===== src/rtl/owa_pkg.sv =====
// ----------------------------------------------------------------------------
// owa_pkg: shared types and constants
// Field widths, band scale factors and sequencer states for the
// outlier-rejecting window average.
// ----------------------------------------------------------------------------
package owa_pkg;

  localparam int SAMPLE_W   = 10;
  localparam int COUNT_W    = 4;
  localparam int COUNT_MAX  = 15;
  localparam int IN_DATA_W  = 16;
  localparam int OUT_DATA_W = 24;

  // band limits are compared as 100*v against mean*95 and mean*105
  localparam int PROD_W   = 17;
  localparam int LOW_PCT  = 95;
  localparam int HIGH_PCT = 105;
  localparam int SCALE    = 100;

  // window mean as (total * ceil(2^MEAN_SHIFT / WINDOW)) >> MEAN_SHIFT,
  // exact for every window total up to 16 full-scale samples
  localparam int MEAN_SHIFT = 18;

  typedef enum logic [3:0] {
    S_IDLE,
    S_SUM,
    S_MEAN,
    S_BOUND,
    S_FILT,
    S_KSTART,
    S_KWAIT,
    S_DONE
  } owa_state_t;

endpackage


===== src/rtl/owa_cell.sv =====
// ----------------------------------------------------------------------------
// owa_cell: one window sample cell
// Holds one sample, cleared at reset, and takes its neighbor's sample on
// every shift.
// ----------------------------------------------------------------------------
module owa_cell (
  input  logic                          clk,
  input  logic                          rst_n,
  input  logic                          shift_en,
  input  logic [owa_pkg::SAMPLE_W-1:0]  d_in,
  output logic [owa_pkg::SAMPLE_W-1:0]  q
);
  import owa_pkg::*;

  logic [SAMPLE_W-1:0] val_r;
  logic [SAMPLE_W-1:0] val_nxt;

  always_comb begin
    val_nxt = shift_en ? d_in : val_r;
  end

  always_ff @(posedge clk) begin
    if (!rst_n) begin
      val_r <= '0;
    end else begin
      val_r <= val_nxt;
    end
  end

  assign q = val_r;

endmodule


===== src/rtl/owa_div.sv =====
// ----------------------------------------------------------------------------
// owa_div: radix-2 restoring divider
// Unsigned divide, one quotient bit per cycle; done pulses with the
// quotient ready.
// ----------------------------------------------------------------------------
module owa_div #(
  parameter int DIVIDEND_W = 14,
  parameter int DIVISOR_W  = 4
) (
  input  logic                  clk,
  input  logic                  rst_n,
  input  logic                  start,
  input  logic [DIVIDEND_W-1:0] dividend,
  input  logic [DIVISOR_W-1:0]  divisor,
  output logic                  done,
  output logic [DIVIDEND_W-1:0] quotient
);
  localparam int STEP_W = $clog2(DIVIDEND_W);

  logic                  busy_r;
  logic                  done_r;
  logic [STEP_W-1:0]     cnt_r;
  logic [DIVISOR_W-1:0]  div_r;
  logic [DIVISOR_W-1:0]  rem_r;
  logic [DIVIDEND_W-1:0] quo_r;

  logic [DIVISOR_W:0]    trial;
  logic [DIVISOR_W:0]    diff;
  logic                  fits;
  logic [DIVISOR_W-1:0]  rem_nxt;

  always_comb begin
    trial   = {rem_r, quo_r[DIVIDEND_W-1]};
    diff    = trial - {1'b0, div_r};
    fits    = trial >= {1'b0, div_r};
    rem_nxt = fits ? diff[DIVISOR_W-1:0] : trial[DIVISOR_W-1:0];
  end

  always_ff @(posedge clk) begin
    if (!rst_n) begin
      busy_r <= 1'b0;
      done_r <= 1'b0;
      cnt_r  <= '0;
    end else begin
      done_r <= 1'b0;
      if (start) begin
        busy_r <= 1'b1;
        cnt_r  <= STEP_W'(DIVIDEND_W - 1);
      end else if (busy_r) begin
        cnt_r <= cnt_r - 1'b1;
        if (cnt_r == '0) begin
          busy_r <= 1'b0;
          done_r <= 1'b1;
        end
      end
    end
  end

  always_ff @(posedge clk) begin
    if (start) begin
      div_r <= divisor;
      rem_r <= '0;
      quo_r <= dividend;
    end else if (busy_r) begin
      rem_r <= rem_nxt;
      quo_r <= {quo_r[DIVIDEND_W-2:0], fits};
    end
  end

  assign done     = done_r;
  assign quotient = quo_r;

endmodule


===== src/rtl/outlier_rejecting_window_average_unit.sv =====
// ----------------------------------------------------------------------------
// outlier_rejecting_window_average_unit: window mean with +/-5% outlier drop
// Keeps the last WINDOW light samples and reports the window mean, the
// number of samples within 95%..105% of it and the mean of those samples.
// ----------------------------------------------------------------------------
// One word in gives one word out. The samples sit in a chain of cells that
// is rotated once to sum the window and once to test each sample against
// the band, the window mean comes from one reciprocal multiply, and a
// radix-2 divider forms the kept mean one bit per cycle. When no sample is
// in band the division is skipped and the previous level is repeated. A
// stalled output word holds the unit in S_DONE until it is taken. in_tready
// is high between items; a finished word waits in the output register while
// the next item is taken.
module outlier_rejecting_window_average_unit #(
  parameter int WINDOW = 10
) (
  input  logic                           clk,
  input  logic                           rst_n,
  input  logic                           in_tvalid,
  output logic                           in_tready,
  // [9:0] light_sample, [15:10] zero
  input  logic [owa_pkg::IN_DATA_W-1:0]  in_tdata,
  output logic                           out_tvalid,
  input  logic                           out_tready,
  // [9:0] filtered_level, [13:10] kept_count, [23:14] window_mean
  output logic [owa_pkg::OUT_DATA_W-1:0] out_tdata
);
  import owa_pkg::*;

  localparam int SUM_W = $clog2(WINDOW * (2**SAMPLE_W - 1) + 1);
  localparam int CNT_W = $clog2(WINDOW + 1);
  localparam int IDX_W = $clog2(WINDOW);
  localparam int KX_W  = (CNT_W > COUNT_W) ? CNT_W : COUNT_W;
  localparam int MUL_W = SUM_W + MEAN_SHIFT;
  localparam int MEAN_RECIP = (2**MEAN_SHIFT + WINDOW - 1) / WINDOW;

  owa_state_t state_r, state_nxt;

  logic [SAMPLE_W-1:0]   tap [WINDOW];
  logic [SAMPLE_W-1:0]   head_in;
  logic [SAMPLE_W-1:0]   tail;
  logic                  shift_en;
  logic                  in_acc;

  logic [IDX_W-1:0]      rot_cnt_r;
  logic                  rot_last;

  logic [SUM_W-1:0]      total_r;
  logic [SUM_W-1:0]      kept_sum_r;
  logic [CNT_W-1:0]      kept_r;
  logic [SAMPLE_W-1:0]   mean_r;
  logic [SAMPLE_W-1:0]   held_r;
  logic [PROD_W-1:0]     low_r;
  logic [PROD_W-1:0]     high_r;
  logic [PROD_W-1:0]     scaled;
  logic                  in_band;
  logic [MUL_W-1:0]      mean_prod;

  logic                  div_start;
  logic [SUM_W-1:0]      div_dividend;
  logic [CNT_W-1:0]      div_divisor;
  logic                  div_done;
  logic [SUM_W-1:0]      div_quotient;

  logic [KX_W-1:0]       kept_x;
  logic [COUNT_W-1:0]    kept_field;
  logic                  out_load;
  logic                  out_valid_r;
  logic [OUT_DATA_W-1:0] out_data_r;

  // sample chain
  assign head_in  = (state_r == S_IDLE) ? in_tdata[SAMPLE_W-1:0] : tail;
  assign tail     = tap[WINDOW-1];
  assign shift_en = in_acc || (state_r == S_SUM) || (state_r == S_FILT);

  for (genvar i = 0; i < WINDOW; i++) begin : g_cell
    if (i == 0) begin : g_head
      owa_cell u_cell (
        .clk      (clk),
        .rst_n    (rst_n),
        .shift_en (shift_en),
        .d_in     (head_in),
        .q        (tap[i])
      );
    end else begin : g_body
      owa_cell u_cell (
        .clk      (clk),
        .rst_n    (rst_n),
        .shift_en (shift_en),
        .d_in     (tap[i-1]),
        .q        (tap[i])
      );
    end
  end

  owa_div #(
    .DIVIDEND_W (SUM_W),
    .DIVISOR_W  (CNT_W)
  ) u_div (
    .clk      (clk),
    .rst_n    (rst_n),
    .start    (div_start),
    .dividend (div_dividend),
    .divisor  (div_divisor),
    .done     (div_done),
    .quotient (div_quotient)
  );

  // next state
  always_comb begin
    state_nxt = state_r;
    unique case (state_r)
      S_IDLE:   if (in_tvalid) state_nxt = S_SUM;
      S_SUM:    if (rot_last) state_nxt = S_MEAN;
      S_MEAN:   state_nxt = S_BOUND;
      S_BOUND:  state_nxt = S_FILT;
      S_FILT:   if (rot_last) state_nxt = S_KSTART;
      S_KSTART: state_nxt = (kept_r != '0) ? S_KWAIT : S_DONE;
      S_KWAIT:  if (div_done) state_nxt = S_DONE;
      S_DONE:   if (!out_valid_r || out_tready) state_nxt = S_IDLE;
      default:  state_nxt = S_IDLE;
    endcase
  end

  // sequencer outputs
  always_comb begin
    in_tready    = (state_r == S_IDLE);
    in_acc       = in_tready && in_tvalid;
    rot_last     = (rot_cnt_r == IDX_W'(WINDOW - 1));
    div_start    = 1'b0;
    div_dividend = kept_sum_r;
    div_divisor  = kept_r;
    out_load     = 1'b0;
    unique case (state_r)
      S_KSTART: div_start = (kept_r != '0);
      S_DONE:   out_load = !out_valid_r || out_tready;
      default:  div_start = 1'b0;
    endcase
  end

  always_comb begin
    mean_prod = MUL_W'(total_r) * MUL_W'(MEAN_RECIP);
    scaled  = PROD_W'(tail) * PROD_W'(SCALE);
    in_band = (low_r <= scaled + PROD_W'(SCALE - 1)) && (scaled <= high_r);
    kept_x  = KX_W'(kept_r);
    kept_field = (kept_x > KX_W'(COUNT_MAX)) ? COUNT_W'(COUNT_MAX) : kept_x[COUNT_W-1:0];
  end

  always_ff @(posedge clk) begin
    if (!rst_n) begin
      state_r     <= S_IDLE;
      rot_cnt_r   <= '0;
      held_r      <= '0;
      out_valid_r <= 1'b0;
    end else begin
      state_r <= state_nxt;
      if ((state_r == S_SUM) || (state_r == S_FILT)) begin
        rot_cnt_r <= rot_last ? '0 : rot_cnt_r + 1'b1;
      end
      if ((state_r == S_KWAIT) && div_done) begin
        held_r <= div_quotient[SAMPLE_W-1:0];
      end
      if (out_load) begin
        out_valid_r <= 1'b1;
      end else if (out_tready) begin
        out_valid_r <= 1'b0;
      end
    end
  end

  always_ff @(posedge clk) begin
    if (in_acc) begin
      total_r    <= '0;
      kept_sum_r <= '0;
      kept_r     <= '0;
    end
    if (state_r == S_SUM) begin
      total_r <= total_r + SUM_W'(tail);
    end
    if (state_r == S_MEAN) begin
      mean_r <= mean_prod[MEAN_SHIFT +: SAMPLE_W];
    end
    if (state_r == S_BOUND) begin
      low_r  <= PROD_W'(mean_r) * PROD_W'(LOW_PCT);
      high_r <= PROD_W'(mean_r) * PROD_W'(HIGH_PCT);
    end
    if ((state_r == S_FILT) && in_band) begin
      kept_sum_r <= kept_sum_r + SUM_W'(tail);
      kept_r     <= kept_r + 1'b1;
    end
    if (out_load) begin
      out_data_r <= {mean_r, kept_field, held_r};
    end
  end

  assign out_tvalid = out_valid_r;
  assign out_tdata  = out_data_r;

endmodule


===== config.mk =====
export PLATFORM = sky130hd
export DESIGN_NAME = outlier_rejecting_window_average_unit
export DESIGN_NICKNAME = d
export VERILOG_FILES = /design/src/rtl/owa_pkg.sv /design/src/rtl/owa_cell.sv /design/src/rtl/owa_div.sv /design/src/rtl/outlier_rejecting_window_average_unit.sv
export SDC_FILE = /design/constraint.sdc
export NUM_CORES = 1
export LEC_CHECK = 0
export BUFFER_PORTS_ARGS = -buffer_cell sky130_fd_sc_hd__buf_2
export CORE_UTILIZATION = 51
export DETAILED_ROUTE_END_ITERATION = 16
export HOLD_SLACK_MARGIN = 0.1
export PLACE_DENSITY_LB_ADDON = 0.12
export SETUP_SLACK_MARGIN = 0.05
export SKIP_CTS_REPAIR_TIMING = 1
export SLEW_MARGIN = 5
export SYNTH_ARGS = -nofsm -noshare
export SYNTH_HDL_FRONTEND = slang
export SYNTH_SLANG_ARGS = --single-unit

===== constraint.sdc =====
create_clock -name clk -period 7.65 [get_ports clk]
set_input_delay 2.295 -clock clk [delete_from_list [all_inputs] [get_ports clk]]
set_output_delay 2.295 -clock clk [all_outputs]
set_load 0.01 [all_outputs]

# Word-level counts from Yosys, hierarchy flattened
# Cells that the tools add are included.
# word_totals
ff_bits,247
word_cells,105
# op_classes
n_addsub,7
mul,4
order_cmp,4
n_eq_ne,13
n_mux,27
bitwise_logic,2
n_reduce_logical,19
# ops
cell,n
2-to-1 mux 14 bit,5
2-to-1 mux 4 bit,11
less-or-equal comparator 17 bit,2
multiplier 10 x 7 -> 17 bit (second input constant),2
case mux 4 bit (8 select lines),1
adder 14 x 10 -> 14 bit,2
multiplier 14 x 15 -> 28 bit (second input constant),1
adder 17 x 7 -> 17 bit (second input constant),1
== test 4 x 3 -> 1 bit (second input constant),4
multiplier 10 x 5 -> 15 bit (second input constant),1
2-to-1 mux 10 bit,1
2-to-1 mux 1 bit,9
adder 4 x 1 -> 4 bit (second input constant),2
== test 4 x 2 -> 1 bit (second input constant),2
logical NOT 4 bit,2
inequality test 2 bit (second input constant),4
nonzero test 2 bit,4
greater-or-equal comparator 5 x 4 -> 1 bit,1
AND reduction 5 bit,1
== test 4 x 1 -> 1 bit (second input constant),1
== test 4 bit (second input constant),1
> comparator 4 bit (second input constant),1
logical AND 1 bit,4
logical OR 1 bit,4
other kinds (8),9

# Logic depth before layout (Yosys ltp)
# depth
word_depth,6
mapped_depth,22
depth_no_buf,21

# Hierarchy
# Synthesis repeated with hierarchy kept, for this count alone.
# hier_totals
cells_unflattened,1725
hier_area_um2,18268.8
# by_module_without_submodules
mod,instances,cells_per_inst,area_per_inst_um2,seq_area_each_um2
outlier_rejecting_window_average_unit,1,1307,13192.7,3333.2
owa_cell,10,31,374.1,200.2
owa_div,1,108,1335.0,740.7

# Worst setup path before layout
# No wires, ideal clock.
# synth_path
path_kind,reg-to-reg
start,register total_r[11]
end,register mean_r[9] (data pin)
t_arrival_ns,5.346
slack_ns,2.044
path_stages_with_launch,19
n_path_buf,0
path_cell_list,edfxtp_1 -> fa_1 -> inv_1 -> fa_1 -> fa_1 -> inv_1 -> fa_1 -> fa_1 -> fa_1 -> ha_1 -> a21oi_1 -> o22ai_1 -> nor2_1 -> o21ai_0 -> a31oi_1 -> o21ai_0 -> a2111o_1 -> a31oi_1 -> xnor2_1
# synth_between
elab_chain_len,1
# synth_rtl
element,line,text
from (decl),outlier_rejecting_window_average_unit.sv:48,logic [SUM_W-1:0] total_r;
from (signal assigned),outlier_rejecting_window_average_unit.sv:178,total_r <= total_r + SUM_W'(tail);
multiplier 14 x 15 -> 28 bit,outlier_rejecting_window_average_unit.sv:142,mean_prod = MUL_W'(total_r) * MUL_W'(MEAN_RECIP);
named net mean_prod[27],outlier_rejecting_window_average_unit.sv:57,logic [MUL_W-1:0] mean_prod;
to (signal assigned),outlier_rejecting_window_average_unit.sv:181,mean_r <= mean_prod[MEAN_SHIFT +: SAMPLE_W];
to (decl),outlier_rejecting_window_average_unit.sv:51,logic [SAMPLE_W-1:0] mean_r;
# The timed path passes the listed nets, and every way through them passes these cells.
# A chain may end at the register's enable or synchronous reset.

# Final worst setup path
# layout_path
start,register g_cell[9].g_body.u_cell.val_r[3]
end,register kept_r[2] (netlist: div_divisor[2]) (enable)
# layout_between
elab_chain_len,6
# layout_rtl
element,line,text
from (decl),owa_cell.sv:15,logic [SAMPLE_W-1:0] val_r;
from (signal assigned),owa_cell.sv:26,val_r <= val_nxt;
multiplier 10 x 5 -> 15 bit *,outlier_rejecting_window_average_unit.sv:143,scaled = PROD_W'(tail) * PROD_W'(SCALE);
adder 17 x 7 -> 17 bit,outlier_rejecting_window_average_unit.sv:144,in_band = (low_r <= scaled + PROD_W'(SCALE - 1)) && (scaled <= high_r);
less-or-equal comparator 17 bit,outlier_rejecting_window_average_unit.sv:144,
logical AND 1 bit *,outlier_rejecting_window_average_unit.sv:144,
logical AND 1 bit *,outlier_rejecting_window_average_unit.sv:187,if ((state_r == S_FILT) && in_band) begin
nonzero test 2 bit (no line) *,--,
to (signal assigned),outlier_rejecting_window_average_unit.sv:189,kept_r <= kept_r + 1'b1;
to (decl),outlier_rejecting_window_average_unit.sv:50,logic [CNT_W-1:0] kept_r;
# Every way passes the cells marked *; elsewhere a longest branch is shown, timed or not.

==> flow_summary.toml <==
[placed_design]
gp_congestion = 0.824
pre_cts_ws_ps = 1260
dp_hpwl_microns = 24900
portBuffers = 39

[critical_path]
r2r_slack_ps = 1240
rr_worst_depth = 20
worstSetupPathType = "reg -> reg"
required_ps = 7810
worstSetupEndpointType = "register"
cp_max_fo = 19
reg2reg_from = "g_cell[9].g_body.u_cell.q[3]$_SDFFE_PN0P_"
cp.arrival_ps = 6570
crit_path_start_kind = "register"
r2r_end = "div_divisor[2]$_SDFFCE_PN0P_"

[clocking]
clockRootBuffer = "clkbuf_16"
clock_latency_ps = 530
cts_buffers = 28
clock-sinks = 245
clockBufferDepth = 3
cts-htree-levels = 1
tritoncts = "built"
clk_pin_slew_ps = 60

[pwr]
pwr_density_cell_nw_per_um2 = 231
clkPwrFrac_pct = 30.3
comb_power_share_pct = 36.4
netSwitchingPower_mw = 1.46
irDropWorstVdd_uv = 258
p_int_mw = 2.97
p_sw_share_pct = 32.9
p_leak_nw = 8.73
finalPower_mw = 4.43
pwr-share-seq_pct = 33.4

[synth]
yosys-top-cells-area = "edfxtp_1 20%, ha_1 19%, dfxtp_1 15%, fa_1 12%, nand2_1 5.3%"
synth_top_area_share_pct = 20.0
syn_area_sq_um = 17500
synth_fp_nets = 2127
synth-edff-count = 117
yosysUniqueCellTypes = 56
async_flop_share_pct = 0
yosys.area.top_type = "edfxtp_1"
synth-main-ff-cell = "dfxtp_1"
yosysWarnings = 0
syn-instance-count = 1727
syn_area_per_cell_sq_um = 10.2
synth.yosys.seq_area_share_pct = 34.7
synth-seq-cells = 245

[finish]
nNetsFinal = 2160
diodes = 0
final_core_utilization_pct = 56.9
drive_above_1_share_pct = 7.52
synthToLayoutAreaGrowth_pct = 9.35

[sta]
hold_violations = 0
setup_violations = 0
rsz0062_at_grt = "no"
layout_setup_ws_ps = 1240
fin_crit_sh_pct = 83.8
max_slew_margin_pct = 34.4
setup_tns_ps = 0
finalCriticalPeriod_ps = 6410
tightest_slew_ps = 983
slew_viol_final = 0
fin_skew_ps = 9.36
fmax_mhz = 156

[route]
avgRoutedWirePerCell_microns = 14.7
drc = 0
via_per_inst = 5.16
first_pass_iters = 4
num_vias = 11516
drt_iter0_markers = 504
drt-total-wl_microns = 32800
drtAntennaViolNets = 0

[min_path]
hold_class = "reg -> reg"
holdPathEnd = "out_tdata[5]$_DFFE_PP_"
min_from = "held_r[5]$_SDFFE_PN0P_"
hold_depth = 0

[global_route]
grt_max_degree = 91
grt_pass1_vias = 11553
grt_pass1_wl_microns = 55800
grt_antenna_before_repair = 0
grt_use_total_pct = 19.3
grt_overflow_total = 0

[floorplanning]
fp-row-count = 67
die_h_microns = 187
dieArea_sq_um = 35100
core_sq_um = 33700
io_pins = 46
die_width_microns = 187
floorplan.initialDensity_pct = 52.0

[outcome]
status = "complete, no violations"

[job]
maxCapViolCount = 0
[layout make-up]
cell class,instances,area [sq um]
fill,2966,14500
multi-input combinational,1192,10400
sequential,245,6080
inverter,244,916
clock buffer,38,842
tap,448,561
timing repair buffer,49,270
clock inverter,14,114
[metrics by stage]
step	instances	instance area (sq um)	hold WS [ps]
after floorplan	1727	17500	408
after global placement	2178	18200	416
after detailed placement	2178	18200	419
after CTS	2230	19200	428
after global routing	2230	19200	445
final	2230	19200	425
[registers in the layout, indices dropped and copies added (netlist names)]
name and cells:
u_div.rem_r 4, out_tdata 24, low_r 17, u_div.quotient 14, u_div.done 1, total_r 14
u_div.busy_r 1, out_tvalid 1, u_div.cnt_r 4, state_r 3, div_divisor 4, g_cell.g_body.u_cell.q 90
mean_r 10, div_dividend 14, held_r 10, rot_cnt_r 4, u_div.div_r 4, high_r 16
g_cell.g_head.u_cell.q 10
[layout by cell type (no fill, tap or decap), types with 30 or more instances in the layout]
cell type,netlist,routed
nor2_1,64,63
edfxtp_1,117,117
fa_1,108,108
nand2_1,248,248
a21boi_0,105,105
ha_1,272,272
o21ai_0,30,30
dfxtp_1,128,128
buf_2,0,39
xnor2_1,57,57
inv_1,244,244
clkbuf_16,0,31
a21oi_1,50,50
[per-layer routing]
layer  GRT usage, %  share of wire (%)  vias to the layer above
met5              0                  0                        -
met4           3.88                1.6                        0
met3           2.42                3.4                       44
met2           33.3                 47                      138
met1           26.0                 47                     5452
li1               -                  -                     5882
[worst max path at each step]
stage	depth (start not counted)	start	end	slack (ps)
after floorplan	18	total_r[11]$_SDFFCE_PN0P_	mean_r[9]$_DFFE_PP_	2040
after detailed placement	20	g_cell[9].g_body.u_cell.q[3]$_SDFFE_PN0P_	div_divisor[2]$_SDFFCE_PN0P_	1260
final	20	g_cell[9].g_body.u_cell.q[3]$_SDFFE_PN0P_	div_divisor[2]$_SDFFCE_PN0P_	1240
after global placement	20	g_cell[9].g_body.u_cell.q[3]$_SDFFE_PN0P_	div_divisor[1]$_SDFFCE_PN0P_	1380
after global routing	20	g_cell[9].g_body.u_cell.q[3]$_SDFFE_PN0P_	div_dividend[6]$_SDFFCE_PN0P_	800
after CTS	20	g_cell[9].g_body.u_cell.q[3]$_SDFFE_PN0P_	div_divisor[1]$_SDFFCE_PN0P_	1240
[logic make-up (layout without fill, tap and decap cells)]
group	count (synthesis)	in the layout	share of synthesized area (%)
fa+ha+maj	380	380	31.7
mux	21	21	1.30
compound gates	291	291	11.7
simple gates	420	420	10.4
buf+inv	290	345	6.21
xor+xnor	80	80	4.00
flops	245	245	34.7
[worst max-delay path: stages, from the launching register on]
cell and delay [ps]:
dfxtp_1 540, ha_1 310, ha_1 310, fa_1 470, ha_1 350, a21o_1 180
a21oi_1 250, o21ai_0 160, a21o_1 190, a21oi_1 250, xnor2_1 220, inv_1 110
nor3_1 220, xnor2_1 110, ha_1 300, nand4_1 140, or3_1 390, o31ai_1 440
o2111ai_2 190, buf_4 250, nand2_1 620
[cells in the mapped netlist (10+ instances only)]
master / n
xnor2_1: 57
inv_1: 244
a21o_1: 25
dfxtp_1: 128
o21a_1: 12
nor2b_1: 14
xor2_1: 23
nand2_1: 248
nor3_1: 22
o211a_1: 11
mux2_2: 14
ha_1: 272
a21oi_1: 50
o21ai_0: 30
nor2_1: 64
a211oi_1: 10
a21boi_0: 105
fa_1: 108
clkbuf_1: 44
nand3_1: 18
edfxtp_1: 117
nand4_1: 10
[power groups by stage]
stage	Combinational (mW)	Clock [mW]	Sequential [mW]
2_1_floorplan	1.25	0	1.50
3_3_place_gp	1.58	0	1.51
3_5_place_dp	1.63	0	1.51
4_1_cts	1.65	1.38	1.48
5_1_grt	1.89	1.43	1.48
6_report	1.61	1.34	1.48
No activity file was read; power rests on OpenSTA's default activity.
